`src/hdl/edfs_pkg.sv`:
```
// ----------------------------------------------------------------------------
// edfs_pkg: shared types and constants of the EDF tick scheduler
// Holds the stream field layout, the action codes and the command and
// status structs that run between the controller and the datapath.
// ----------------------------------------------------------------------------
package edfs_pkg;

  // Fixed field widths of the stream items.
  localparam int unsigned SLOT_W  = 4;
  localparam int unsigned FIELD_W = 16;
  localparam int unsigned RUN_W   = 5;
  localparam int unsigned CNT_W   = 5;

  // Input request: tdata = task_slot, arrival_time, burst_length, task_deadline.
  localparam int unsigned S_SLOT_LSB = 0;
  localparam int unsigned S_ARR_LSB  = S_SLOT_LSB + SLOT_W;
  localparam int unsigned S_BUR_LSB  = S_ARR_LSB + FIELD_W;
  localparam int unsigned S_DL_LSB   = S_BUR_LSB + FIELD_W;
  localparam int unsigned S_USED_W   = S_DL_LSB + FIELD_W;
  localparam int unsigned S_TDATA_W  = ((S_USED_W + 7) / 8) * 8;

  // Result request: tdata = running_task, tick_time, completion, turnaround, waiting.
  localparam int unsigned M_RUN_LSB  = 0;
  localparam int unsigned M_TIME_LSB = M_RUN_LSB + RUN_W;
  localparam int unsigned M_COMP_LSB = M_TIME_LSB + FIELD_W;
  localparam int unsigned M_TURN_LSB = M_COMP_LSB + FIELD_W;
  localparam int unsigned M_WAIT_LSB = M_TURN_LSB + FIELD_W;
  localparam int unsigned M_USED_W   = M_WAIT_LSB + FIELD_W;
  localparam int unsigned M_TDATA_W  = ((M_USED_W + 7) / 8) * 8;

  // Saturation limit of the finished counter.
  localparam logic [CNT_W-1:0] FIN_MAX = '1;

  // Action codes carried in the input tuser.
  localparam logic ACT_LOAD = 1'b0;
  localparam logic ACT_TICK = 1'b1;

  // Commands from the controller to the datapath.
  typedef struct packed {
    logic load;        // write a task into its slot
    logic scan_start;  // clear the scan counter and the best candidate
    logic scan_rd;     // read the slot under the scan counter
    logic commit;      // apply the tick and load the result register
    logic done_res;    // load the all-done result
  } edfs_cmd_t;

  // Status from the datapath to the controller.
  typedef struct packed {
    logic all_done;   // every configured task has finished
    logic scan_last;  // the scan counter sits on the last slot in use
    logic out_free;   // the result register can take a new result
  } edfs_sts_t;

endpackage

```
`src/hdl/edfs_ctrl.sv`:
```
// ----------------------------------------------------------------------------
// edfs_ctrl: sequencer of the EDF tick scheduler
// Accepts requests, walks the slot scan, the pick read and the commit, and
// holds a finished tick until the result register is free.
// ----------------------------------------------------------------------------
module edfs_ctrl (
  input  logic                clk_i,
  input  logic                rst_ni,
  input  logic                s_axis_tvalid,
  output logic                s_axis_tready,
  input  logic                s_axis_tuser,
  input  edfs_pkg::edfs_sts_t sts_i,
  output edfs_pkg::edfs_cmd_t cmd_o
);
  import edfs_pkg::*;

  typedef enum logic [5:0] {
    ST_IDLE   = 6'b000001,
    ST_SCAN   = 6'b000010,
    ST_DRAIN  = 6'b000100,
    ST_PICK   = 6'b001000,
    ST_COMMIT = 6'b010000,
    ST_DONE   = 6'b100000
  } state_e;

  state_e state_q, state_d;
  logic   accept;

  assign s_axis_tready = (state_q == ST_IDLE);
  assign accept        = s_axis_tvalid && s_axis_tready;

  // Next state and commands.
  always_comb begin
    state_d          = state_q;
    cmd_o            = '0;
    case (state_q)
      ST_IDLE: begin
        if (accept) begin
          if (s_axis_tuser == ACT_LOAD) begin
            cmd_o.load = 1'b1;
          end else if (sts_i.all_done) begin
            state_d = ST_DONE;
          end else begin
            cmd_o.scan_start = 1'b1;
            state_d          = ST_SCAN;
          end
        end
      end
      ST_SCAN: begin
        cmd_o.scan_rd = 1'b1;
        if (sts_i.scan_last) begin
          state_d = ST_DRAIN;
        end
      end
      ST_DRAIN: begin
        state_d = ST_PICK;
      end
      ST_PICK: begin
        state_d = ST_COMMIT;
      end
      ST_COMMIT: begin
        if (sts_i.out_free) begin
          cmd_o.commit = 1'b1;
          state_d      = ST_IDLE;
        end
      end
      ST_DONE: begin
        if (sts_i.out_free) begin
          cmd_o.done_res = 1'b1;
          state_d        = ST_IDLE;
        end
      end
      default: begin
        state_d = ST_IDLE;
      end
    endcase
  end

  // State register.
  always_ff @(posedge clk_i or negedge rst_ni) begin
    if (!rst_ni) begin
      state_q <= ST_IDLE;
    end else begin
      state_q <= state_d;
    end
  end

endmodule

```
`src/hdl/edfs_dpath.sv`:
```
// ----------------------------------------------------------------------------
// edfs_dpath: task tables, scan compare and result register
// Keeps the per-slot task memories, searches them one slot a cycle for the
// earliest ready deadline, applies the tick and holds the result.
// ----------------------------------------------------------------------------
module edfs_dpath #(
  parameter int unsigned MAX_TASKS = 16,
  parameter int unsigned TIME_BITS = 16
) (
  input  logic                               clk_i,
  input  logic                               rst_ni,
  input  logic                               cfg_we_i,
  input  logic [edfs_pkg::CNT_W-1:0]         cfg_wdata_i,
  input  logic [edfs_pkg::S_TDATA_W-1:0]     s_axis_tdata,
  output logic                               m_axis_tvalid,
  input  logic                               m_axis_tready,
  output logic [edfs_pkg::M_TDATA_W-1:0]     m_axis_tdata,
  output logic                               m_axis_tuser,
  output logic                               m_axis_tlast,
  input  edfs_pkg::edfs_cmd_t                cmd_i,
  output edfs_pkg::edfs_sts_t                sts_o
);
  import edfs_pkg::*;

  localparam int unsigned IDX_W  = $clog2(MAX_TASKS);
  localparam int unsigned NC_W   = $clog2(MAX_TASKS + 1);
  localparam int unsigned N_W    = (NC_W > CNT_W) ? NC_W : CNT_W;
  localparam int unsigned WIDE_W = (TIME_BITS > FIELD_W) ? TIME_BITS : FIELD_W;

  // Task tables.
  logic [TIME_BITS-1:0] arr_mem [MAX_TASKS];
  logic [FIELD_W-1:0]   bur_mem [MAX_TASKS];
  logic [FIELD_W-1:0]   dl_mem  [MAX_TASKS];
  logic [FIELD_W-1:0]   rem_mem [MAX_TASKS];
  logic [MAX_TASKS-1:0] rem_vld_q;

  logic [TIME_BITS-1:0] arr_rd_q;
  logic [FIELD_W-1:0]   bur_rd_q, dl_rd_q, rem_rd_q;

  logic [CNT_W-1:0]     task_count_q;
  logic [TIME_BITS-1:0] time_q, time_d;
  logic [CNT_W-1:0]     fin_q, fin_d;
  logic [N_W-1:0]       n_use;

  logic [IDX_W-1:0]     cnt_q, cmp_idx_q, pick_q, rd_addr;
  logic                 cmp_vld_q, found_q;
  logic [FIELD_W-1:0]   best_q;
  logic                 ready_hit;

  logic [SLOT_W-1:0]    ld_slot;
  logic [IDX_W-1:0]     ld_idx;
  logic                 ld_en;

  logic                 fin_now;
  logic [IDX_W:0]       pick_p1;
  logic [TIME_BITS-1:0] turn;
  logic [WIDE_W-1:0]    turn_w, bur_w, wait_w;

  logic                 out_vld_q;
  logic [M_TDATA_W-1:0] out_data_q, out_data_d;
  logic                 out_user_q, out_last_q;

  // Configuration register.
  always_ff @(posedge clk_i or negedge rst_ni) begin
    if (!rst_ni) begin
      task_count_q <= CNT_W'(1);
    end else if (cfg_we_i) begin
      task_count_q <= cfg_wdata_i;
    end
  end

  // Slots in use are capped by the table depth.
  assign n_use = (32'(task_count_q) < MAX_TASKS) ? N_W'(task_count_q) : N_W'(MAX_TASKS);

  // Load decode.
  assign ld_slot = s_axis_tdata[S_ARR_LSB-1:S_SLOT_LSB];
  assign ld_idx  = IDX_W'(ld_slot);
  assign ld_en   = cmd_i.load && (32'(ld_slot) < MAX_TASKS);

  // Table writes: a load writes every table, a commit writes the remaining work.
  always_ff @(posedge clk_i) begin
    if (ld_en) begin
      arr_mem[ld_idx] <= TIME_BITS'(s_axis_tdata[S_BUR_LSB-1:S_ARR_LSB]);
      bur_mem[ld_idx] <= s_axis_tdata[S_DL_LSB-1:S_BUR_LSB];
      dl_mem[ld_idx]  <= s_axis_tdata[S_USED_W-1:S_DL_LSB];
      rem_mem[ld_idx] <= s_axis_tdata[S_DL_LSB-1:S_BUR_LSB];
    end else if (cmd_i.commit && found_q) begin
      rem_mem[pick_q] <= rem_rd_q - 1'b1;
    end
  end

  // Valid bits make never-written remaining work read as zero.
  always_ff @(posedge clk_i or negedge rst_ni) begin
    if (!rst_ni) begin
      rem_vld_q <= '0;
    end else if (ld_en) begin
      rem_vld_q[ld_idx] <= 1'b1;
    end
  end

  // Registered table reads at the scan counter or at the picked slot.
  assign rd_addr = cmd_i.scan_rd ? cnt_q : pick_q;

  always_ff @(posedge clk_i) begin
    arr_rd_q <= arr_mem[rd_addr];
    bur_rd_q <= bur_mem[rd_addr];
    dl_rd_q  <= dl_mem[rd_addr];
    rem_rd_q <= rem_vld_q[rd_addr] ? rem_mem[rd_addr] : '0;
  end

  // Scan counter and compare pipeline control.
  always_ff @(posedge clk_i or negedge rst_ni) begin
    if (!rst_ni) begin
      cnt_q     <= '0;
      cmp_vld_q <= 1'b0;
      cmp_idx_q <= '0;
    end else begin
      cmp_vld_q <= cmd_i.scan_rd;
      cmp_idx_q <= cnt_q;
      if (cmd_i.scan_start) begin
        cnt_q <= '0;
      end else if (cmd_i.scan_rd) begin
        cnt_q <= cnt_q + 1'b1;
      end
    end
  end

  assign sts_o.scan_last = (N_W'(cnt_q) == (n_use - 1'b1));

  // Earliest ready deadline; strict less keeps the lowest slot on ties.
  assign ready_hit = (arr_rd_q <= time_q) && (rem_rd_q != '0) &&
                     (!found_q || (dl_rd_q < best_q));

  always_ff @(posedge clk_i or negedge rst_ni) begin
    if (!rst_ni) begin
      found_q <= 1'b0;
      best_q  <= '0;
      pick_q  <= '0;
    end else if (cmd_i.scan_start) begin
      found_q <= 1'b0;
    end else if (cmp_vld_q && ready_hit) begin
      found_q <= 1'b1;
      best_q  <= dl_rd_q;
      pick_q  <= cmp_idx_q;
    end
  end

  // Tick arithmetic: saturating time, completion and waiting figures.
  assign time_d  = (time_q == '1) ? time_q : time_q + 1'b1;
  assign fin_now = found_q && (rem_rd_q == FIELD_W'(1));
  assign fin_d   = (fin_now && (fin_q != FIN_MAX)) ? fin_q + 1'b1 : fin_q;
  assign pick_p1 = {1'b0, pick_q} + 1'b1;
  assign turn    = time_d - arr_rd_q;
  assign turn_w  = WIDE_W'(turn);
  assign bur_w   = WIDE_W'(bur_rd_q);
  assign wait_w  = (turn_w >= bur_w) ? turn_w - bur_w : '0;

  always_ff @(posedge clk_i or negedge rst_ni) begin
    if (!rst_ni) begin
      time_q <= '0;
      fin_q  <= '0;
    end else if (cmd_i.commit) begin
      time_q <= time_d;
      fin_q  <= fin_d;
    end
  end

  assign sts_o.all_done = (N_W'(fin_q) >= n_use);

  // Result register, refilled in the cycle the old result is taken.
  assign sts_o.out_free = !out_vld_q || m_axis_tready;

  always_ff @(posedge clk_i or negedge rst_ni) begin
    if (!rst_ni) begin
      out_vld_q <= 1'b0;
    end else if (cmd_i.commit || cmd_i.done_res) begin
      out_vld_q <= 1'b1;
    end else if (m_axis_tready) begin
      out_vld_q <= 1'b0;
    end
  end

  // Next result fields: a commit reports the tick, otherwise the all-done result.
  always_comb begin
    out_data_d = '0;
    if (cmd_i.commit) begin
      out_data_d[M_TIME_LSB-1:M_RUN_LSB]  = found_q ? RUN_W'(pick_p1) : '0;
      out_data_d[M_COMP_LSB-1:M_TIME_LSB] = FIELD_W'(time_d);
      if (fin_now) begin
        out_data_d[M_TURN_LSB-1:M_COMP_LSB] = FIELD_W'(time_d);
        out_data_d[M_WAIT_LSB-1:M_TURN_LSB] = FIELD_W'(turn);
        out_data_d[M_USED_W-1:M_WAIT_LSB]   = FIELD_W'(wait_w);
      end
    end else begin
      out_data_d[M_COMP_LSB-1:M_TIME_LSB] = FIELD_W'(time_q);
    end
  end

  always_ff @(posedge clk_i) begin
    if (cmd_i.commit || cmd_i.done_res) begin
      out_data_q <= out_data_d;
      out_user_q <= cmd_i.commit && fin_now;
      out_last_q <= cmd_i.done_res || (N_W'(fin_d) >= n_use);
    end
  end

  assign m_axis_tvalid = out_vld_q;
  assign m_axis_tdata  = out_data_q;
  assign m_axis_tuser  = out_user_q;
  assign m_axis_tlast  = out_last_q;

endmodule

```
`src/hdl/edf_tick_scheduler.sv`:
```
// ----------------------------------------------------------------------------
// edf_tick_scheduler: preemptive earliest-deadline-first tick scheduler
// Top level joining the sequencer and the datapath.
// ----------------------------------------------------------------------------
// Usage:
//   The input stream carries requests; tuser selects load (0) or tick (1).
//   A load writes arrival, burst and deadline into a slot and gives no
//   result. A tick scans the slots in use one a cycle through the
//   single read port of the task tables, picks the earliest ready deadline,
//   runs it one time unit and sends one result on the output stream.
//   The result tuser flags a task finished this tick; tlast is all_done.
//   No request is accepted while a tick runs; the next is taken once the
//   tick's result is loaded. A tick scans the n slots in use (task_count
//   capped by MAX_TASKS); one after every task has finished skips the scan.
//   task_count is written through cfg_we_i and cfg_wdata_i while idle; the
//   user keeps to this, as the block does not enforce it. Reset clears time,
//   the finished count, remaining work and task_count goes to 1. A stalled
//   result is held in the output register; loads are still taken meanwhile,
//   and the next tick waits at its commit or at its all-done result until
//   the result register frees.
// ----------------------------------------------------------------------------
module edf_tick_scheduler #(
  parameter int unsigned MAX_TASKS = 16,
  parameter int unsigned TIME_BITS = 16
) (
  input  logic                           clk_i,
  input  logic                           rst_ni,
  // Configuration: task_count.
  input  logic                           cfg_we_i,
  input  logic [edfs_pkg::CNT_W-1:0]     cfg_wdata_i,
  // Input requests.
  input  logic                           s_axis_tvalid,
  output logic                           s_axis_tready,
  // tdata from bit 0: task_slot, arrival_time, burst_length, task_deadline.
  input  logic [edfs_pkg::S_TDATA_W-1:0] s_axis_tdata,
  // tuser: action.
  input  logic                           s_axis_tuser,
  // Results.
  output logic                           m_axis_tvalid,
  input  logic                           m_axis_tready,
  // tdata from bit 0: running_task, tick_time, completion_time,
  // turnaround_time, waiting_time.
  output logic [edfs_pkg::M_TDATA_W-1:0] m_axis_tdata,
  // tuser: task_finished.
  output logic                           m_axis_tuser,
  // tlast: all_done.
  output logic                           m_axis_tlast
);
  import edfs_pkg::*;

  edfs_cmd_t cmd;
  edfs_sts_t sts;

  edfs_ctrl u_ctrl (
    .clk_i         (clk_i),
    .rst_ni        (rst_ni),
    .s_axis_tvalid (s_axis_tvalid),
    .s_axis_tready (s_axis_tready),
    .s_axis_tuser  (s_axis_tuser),
    .sts_i         (sts),
    .cmd_o         (cmd)
  );

  edfs_dpath #(
    .MAX_TASKS (MAX_TASKS),
    .TIME_BITS (TIME_BITS)
  ) u_dpath (
    .clk_i         (clk_i),
    .rst_ni        (rst_ni),
    .cfg_we_i      (cfg_we_i),
    .cfg_wdata_i   (cfg_wdata_i),
    .s_axis_tdata  (s_axis_tdata),
    .m_axis_tvalid (m_axis_tvalid),
    .m_axis_tready (m_axis_tready),
    .m_axis_tdata  (m_axis_tdata),
    .m_axis_tuser  (m_axis_tuser),
    .m_axis_tlast  (m_axis_tlast),
    .cmd_i         (cmd),
    .sts_o         (sts)
  );

endmodule

```
`config.mk`:
```
export PLATFORM = sky130hd
export DESIGN_NAME = edf_tick_scheduler
export DESIGN_NICKNAME = d
export VERILOG_FILES = /design/src/hdl/edfs_pkg.sv /design/src/hdl/edfs_ctrl.sv /design/src/hdl/edfs_dpath.sv /design/src/hdl/edf_tick_scheduler.sv
export SDC_FILE = /design/constraint.sdc
export NUM_CORES = 2
export LEC_CHECK = 0
export ABC_AREA = 1
export BUFFER_PORTS_ARGS = -buffer_cell sky130_fd_sc_hd__buf_2
export CAP_MARGIN = 20
export CORE_ASPECT_RATIO = 0.8
export CORE_MARGIN = 2
export CORE_UTILIZATION = 40
export CTS_CLUSTER_DIAMETER = 50
export DETAILED_ROUTE_END_ITERATION = 10
export PLACE_DENSITY = 0.68
export SLEW_MARGIN = 20
export SYNTH_ARGS = -nofsm -noshare
export SYNTH_HDL_FRONTEND = slang
export SYNTH_SLANG_ARGS = --single-unit
```
`constraint.sdc`:
```
create_clock -name clk_i -period 4.56 [get_ports clk_i]
set_clock_uncertainty 0.05 [all_clocks]
set_input_delay 0.912 -clock clk_i [delete_from_list [all_inputs] [get_ports clk_i]]
set_output_delay 0.912 -clock clk_i [all_outputs]
set_load 0.005 [all_outputs]
```
* After elaboration in Yosys (flattened, before gate mapping)
Memories as Yosys holds them, arrays and structs flattened. A register that Yosys moved wholly into a read port is not among the register bits. Cells that the tools add are included.
Operators by class: add/sub/neg operators 8, magnitude comparators 9, eq/ne operators 14, muxes and demuxes 38, bitwise gates (word level) 2, reductions and logical operators 27
Operators by type and width (count):
- $mux 16 | 3
- $sub 16x16->16 | 2
- $mux 6 | 5
- $pmux 6 s5 | 1
- $mux 1 | 19
- $add 16x1->16 const B | 1
- $eq 16x1->1 const B | 1
- $eq 16x16->1 const B | 1
- $ge 16x16->1 | 1
- $le 16x16->1 | 1
- $lt 16x16->1 | 1
- $mux 4 | 4
- $or 16x16->16 | 1
- $reduce_bool 16->1 | 1
- $reduce_or 16->1 | 1
- $sub 16x1->16 const B | 1
- $ge 5x5->1 | 2
- $lt 4x5->1 const B | 2
- $mux 5 | 2
- $logic_and 1x1->1 | 9
- $eq 6x1->1 const B | 1
- $eq 6x2->1 const B | 1
- $eq 6x3->1 const B | 1
- $eq 6x4->1 const B | 1
- other kinds (23) | 35
Word-level totals: bits in registers 150, memory bits (writable) 1024, input port bits 67, output and inout bits 76, memories 4
Memory list:
- u_dpath.arr_mem | depth 16, bits a word 16, read ports 1, clocked after memory_dff 1, write ports 1, line edfs_dpath.sv:31 | logic [TIME_BITS-1:0] arr_mem [MAX_TASKS];
- u_dpath.bur_mem | depth 16, bits a word 16, read ports 1, clocked after memory_dff 1, write ports 1, line edfs_dpath.sv:32 | logic [FIELD_W-1:0] bur_mem [MAX_TASKS];
- u_dpath.dl_mem | depth 16, bits a word 16, read ports 1, clocked after memory_dff 1, write ports 1, line edfs_dpath.sv:33 | logic [FIELD_W-1:0] dl_mem [MAX_TASKS];
- u_dpath.rem_mem | depth 16, bits a word 16, read ports 1, clocked after memory_dff 1, write ports 1, line edfs_dpath.sv:34 | logic [FIELD_W-1:0] rem_mem [MAX_TASKS];

* Longest topological paths before layout
depth after elaboration 11, mapped depth 29, depth with buffers taken out 28

* Modules after synthesis
From an unflattened synthesis, not the netlist that was laid out.
Second synthesis, totals: cell total of the unflattened synthesis 4348, area, all modules 52126.2 um^2
By module, submodules not included:
- edfs_dpath | times used 1, cells each 4290, area each 51722.1 um^2, seq. area each 35990.8 um^2
- edfs_ctrl | times used 1, cells each 58, area each 404.1 um^2, seq. area each 151.4 um^2

* Worst setup path after synthesis
OpenSTA, ideal clock, no wires.
path type reg2reg, from register u_dpath.time_q[0], to register u_dpath.out_data_q[66], in the netlist u_dpath.m_axis_tdata[66], data pin, setup time 0.146 ns, arrival 4.128 ns, setup slack 0.237 ns, cell stages (with the launch flop) 26, path buffers 2, cell sequence dfrtp_1 -> ha_1 -> nand3_1 -> inv_1 -> nand4_1 -> clkbuf_1 -> xnor2_1 -> ha_1 -> fa_1 -> inv_1 -> nand3_1 -> nand2_1 -> a21boi_0 -> o31ai_1 -> xnor2_1 -> inv_1 -> ha_1 -> nand2_1 -> inv_1 -> nand3_1 -> nor3_1 -> nand3_1 -> nand3_1 -> nand2_1 -> buf_2 -> a21oi_1
Between the ends: cells in the longest elaborated chain, start to end 5, elaborated cells on any way between the ends 7, classes of those cells add/sub (3); order compare (1); eq/ne (1); mux (1); reduce/logical (1)
RTL lines:
- start: declaration | line edfs_dpath.sv:41 | logic [TIME_BITS-1:0] time_q, time_d;
- start signal: assignment | line edfs_dpath.sv:163 | time_q <= time_d;
- $add 16x1->16 / $eq 16x16->1 (equally long branches) | line edfs_dpath.sv:149 | assign time_d = (time_q == '1) ? time_q : time_q + 1'b1;
- $mux 16 (*) | line edfs_dpath.sv:149
- $sub 16x16->16 (*) | line edfs_dpath.sv:153 | assign turn = time_d - arr_rd_q;
- net u_dpath.turn[10] | line edfs_dpath.sv:56 | logic [TIME_BITS-1:0] turn;
- $ge 16x16->1 | line edfs_dpath.sv:156 | assign wait_w = (turn_w >= bur_w) ? turn_w - bur_w : '0;
- $reduce_and 3->1 (no source line)
- end signal: assignment | line edfs_dpath.sv:201 | out_data_q <= out_data_d;
- end: declaration | line edfs_dpath.sv:60 | logic [M_TDATA_W-1:0] out_data_q, out_data_d;
Mark *: on every way through the listed nets, which the timed path passes. The rest lies on a longest branch. A chain may end at the register's enable or synchronous reset.

* Worst setup path after layout
from register u_dpath.time_q[1], to register u_dpath.out_data_q[64], in the netlist u_dpath.m_axis_tdata[64], data pin
Same word-level chain as after synthesis.

==> metrics.yaml <==
synthAdderAreaFrac_pct: 1.960
cts-buffers-inserted: 130
gr-usage-all-layers_pct: 20.23
maxCapViolCount: 0
p_leak_nw: 23.55
vias: 35890
die_x_um: 411.4
hold_viol: 0
min_period_over_period_pct: 96.08
die_y_um: 329.9
overflow: 0
r2r-end: "u_dpath.m_axis_tdata[64]$_SDFFCE_PN0P_"
cp-startpoint: "u_dpath.time_q[1]$_DFF_PN0_"
slew_violations: 0
worstMarginPinSlew_ns: 1.015
path_max_fanout: 8
cts_tree: "built"
drive_gt1_share_pct: 12.41
cp.arrival_ns: 4.92
critPathLaunchType: "register"
reg2regPathDepth: 27
critPathBufInv: 8
grt_pass1_vias: 33300
ys_types: 49
worstReg2RegStart: "u_dpath.time_q[1]$_DFF_PN0_"
hpwl_mm: 78.67
crit_slowest_cell: "dfrtp_1"
powerDensity_nw_per_um2: 647.1
synth.top_cell.area_share_pct: 61.92
pin_count: 143
r2r_setup_slack_ns: 0.18
cp_slowest_stage_delay_ns: 0.43
dp.cells: 6417
hold_slack_ns: 0.2141
wl_mm: 139.2
critPathRequiredTime_ns: 5.10
grt_max_degree: 142
status: "finished clean"
drtAntennaViolNets: 0
synth-xor-area-share_pct: 0.7257
syn-cell-area_um2: 53100
hold_path.class: "in2async"
worstSetupEndpointType: "register"
synth_area_leaders: "edfxtp_1, nand2_1, nand3_1"
drc: 0
drt_iter0_drc: 4441
core_area_um2: 131600
synth-seq-cells: 1238
synth-compound-area-share_pct: 9.743
die_area_um2: 135700
initial_core_util_pct: 40.34
clock_sinks: 1238
cp_top_family: "adder cells"
portBuffers: 135
insertion_delay_ns: 0.76
grt_pass1_wl_mm: 207.1
setup_viol: 0
wire_per_inst_um: 20.90
syn_to_final_growth_pct: 14.87
netlist_instances: 4636
layoutNonFillerInstCount: 6664
vias_per_cell: 5.386
period_needed_ns: 4.381
final_core_util_pct: 46.34
cp.depth: 27
cts.htree.levels: 4
hold_buffers: 0
crit_type: "reg2reg"
ctsLongestPathBuffers: 3
power_mw: 39.47
rows: 119
syn_avg_cell_area_um2: 11.45
antenna_found_initial: 25
crit_end: "u_dpath.m_axis_tdata[64]$_SDFFCE_PN0P_"
peakVddDrop_uv: 764.5
synth_mux_area_share_pct: 0.08483
finalNetCount: 4952
max_freq_mhz: 228.3
root_buffer: "clkbuf_16"
cts.clk_slew.worst_paths_ns: 0.06
synth_largest_area_cell: "edfxtp_1"
ys_seq_area_share_pct: 68.06
drt-pass1-iter-count: 8
finalWorstSetupSlack_ns: 0.1789
post_synth_and_or_nand_nor_area_fraction_pct: 12.70
yosys_warnings: 0
relSlewSlack_pct: 32.31
gp_congestion: 0.8523
synth_top_family_by_area: "simple AND/OR/NAND/NOR gates"
place_ws_ns: 0.05219
-- cells in the mapped netlist, drive strengths merged --
cell and count:
edfxtp 1095, nand2 734, inv 599, nand3 508, o21ai 330, a21oi 306
o211ai 240, buf 194, nor2 135, ha 80, dfrtp 77, clkbuf 69
dfxtp 64, nand3b 52, nand4 41, xor2 31, nor3 20, xnor2 13
or2 10, a31oi 7, a21o 5, mux2 4, a21boi 3, and2 3
o21a 3, and3 2, dfstp 2, fa 2, o21bai 2, a211oi 1
conb 1, nor4 1, o22ai 1, o31ai 1
-- stage by stage --
step / TNS (ns) / cell area [um2]
CTS: 0 / 60600
finish: 0 / 61000
floorplan: 0 / 53110
detailed placement: 0 / 56440
global placement: -0.1458 / 56440
global route: -0.8095 / 60990
-- repair_timing --
action                     CTS  global route
setup buffers                0             8
pin swaps                    0            13
resized for setup            2            66
setup endpoints to repair    3            16
-- metal layers --
layer | wire (um) | track usage (%) | up-vias | share of wire, %
li1 | - | - | 16630 | -
met1 | 60710 | 29.43 | 17380 | 44
met2 | 61470 | 30.41 | 1621 | 44
met3 | 13570 | 4.410 | 241 | 9.7
met4 | 3374 | 5.972 | 18 | 2.4
met5 | 125 | 0 | - | 0.090
-- worst min-delay path by stage --
stage,start,endpoint,slack [ns],depth (start not counted)
3_5_place_dp,u_dpath.cnt_q[3]$_DFFE_PN0P_,u_dpath.cmp_idx_q[3]$_DFF_PN0_,0.32,0
4_1_cts,rst_ni,u_dpath.time_q[2]$_DFF_PN0_,0.20,1
6_report,rst_ni,u_dpath.task_count_q[1]$_DFFE_PN0P_,0.21,1
3_3_place_gp,u_dpath.cnt_q[3]$_DFFE_PN0P_,u_dpath.cmp_idx_q[3]$_DFF_PN0_,0.33,0
2_1_floorplan,u_dpath.cnt_q[3]$_DFFE_PN0P_,u_dpath.cmp_idx_q[3]$_DFF_PN0_,0.30,0
5_1_grt,rst_ni,u_dpath.task_count_q[2]$_DFFE_PN0P_,0.27,1
-- power breakdown --
part           leakage [nW]  switching (mW)  internal, mW
sequential             11.3           0.579          13.1
combinational          10.2            10.0          5.42
clock                  2.03            4.42          5.89
-- sequential cells by signal (all words and copies together), names as in the netlist, 16 cells and up --
register              flops
u_dpath.arr_mem         256
u_dpath.bur_mem         256
u_dpath.dl_mem          256
u_dpath.rem_mem         256
u_dpath.m_axis_tdata     69
u_dpath.arr_rd_q         16
u_dpath.best_q           16
u_dpath.bur_rd_q         16
u_dpath.dl_rd_q          16
u_dpath.rem_rd_q         16
u_dpath.rem_vld_q        16
u_dpath.time_q           16
-- worst reg2reg max path, stage by stage, from the launching register on --
cell and delay [ns]:
dfrtp_1 0.43, ha_4 0.20, nand3_4 0.10, inv_2 0.09, nand4_1 0.08, buf_4 0.18, xnor2_2 0.15, ha_2 0.20
fa_1 0.43, inv_1 0.10, nand3_1 0.07, nand2_1 0.10, a21boi_0 0.09, buf_4 0.16, o31ai_2 0.22, xnor2_1 0.18
inv_1 0.07, ha_1 0.29, nand2_1 0.07, inv_1 0.08, nand3_1 0.10, nor3_2 0.12, buf_4 0.13, nand3_1 0.06
nand3_1 0.09, nand2_1 0.07, buf_4 0.17, a21oi_1 0.13
-- placed cells by master (no fill, tap or decap), drive strengths merged, types with 64 or more instances in the layout --
cell type     n
buf         296
inv         611
nand3       508
edfxtp     1095
a21oi       306
ha           80
nand2       734
dfrtp        77
clkbuf      177
o211ai      240
nor2        135
o21ai       330
dfxtp        64
-- cells by family (layout without fill, tap and decap cells) --
kind of cell,after synthesis,in the layout
adder cells (fa/ha/maj),82,82
AND/OR/NAND/NOR,1506,1506
AO/OA/AOI/OAI,899,899
other,1,7
flip-flops,1238,1238
multiplexers,4,4
XOR/XNOR,44,44
buffers and inverters,862,1130
-- area by class of cell --
| class | count | area, um2 |
|---|---|---|
| Antenna cell | 4 | 10.01 |
| Clock buffer | 177 | 3603 |
| Clock inverter | 58 | 551.8 |
| Fill cell | 11720 | 70630 |
| Inverter | 599 | 2252 |
| Multi-Input combinational cell | 2538 | 13940 |
| Sequential cell | 1238 | 36140 |
| Tap cell | 1754 | 2195 |
| Timing Repair Buffer | 296 | 2300 |
Power figures use the tool's default switching activity.
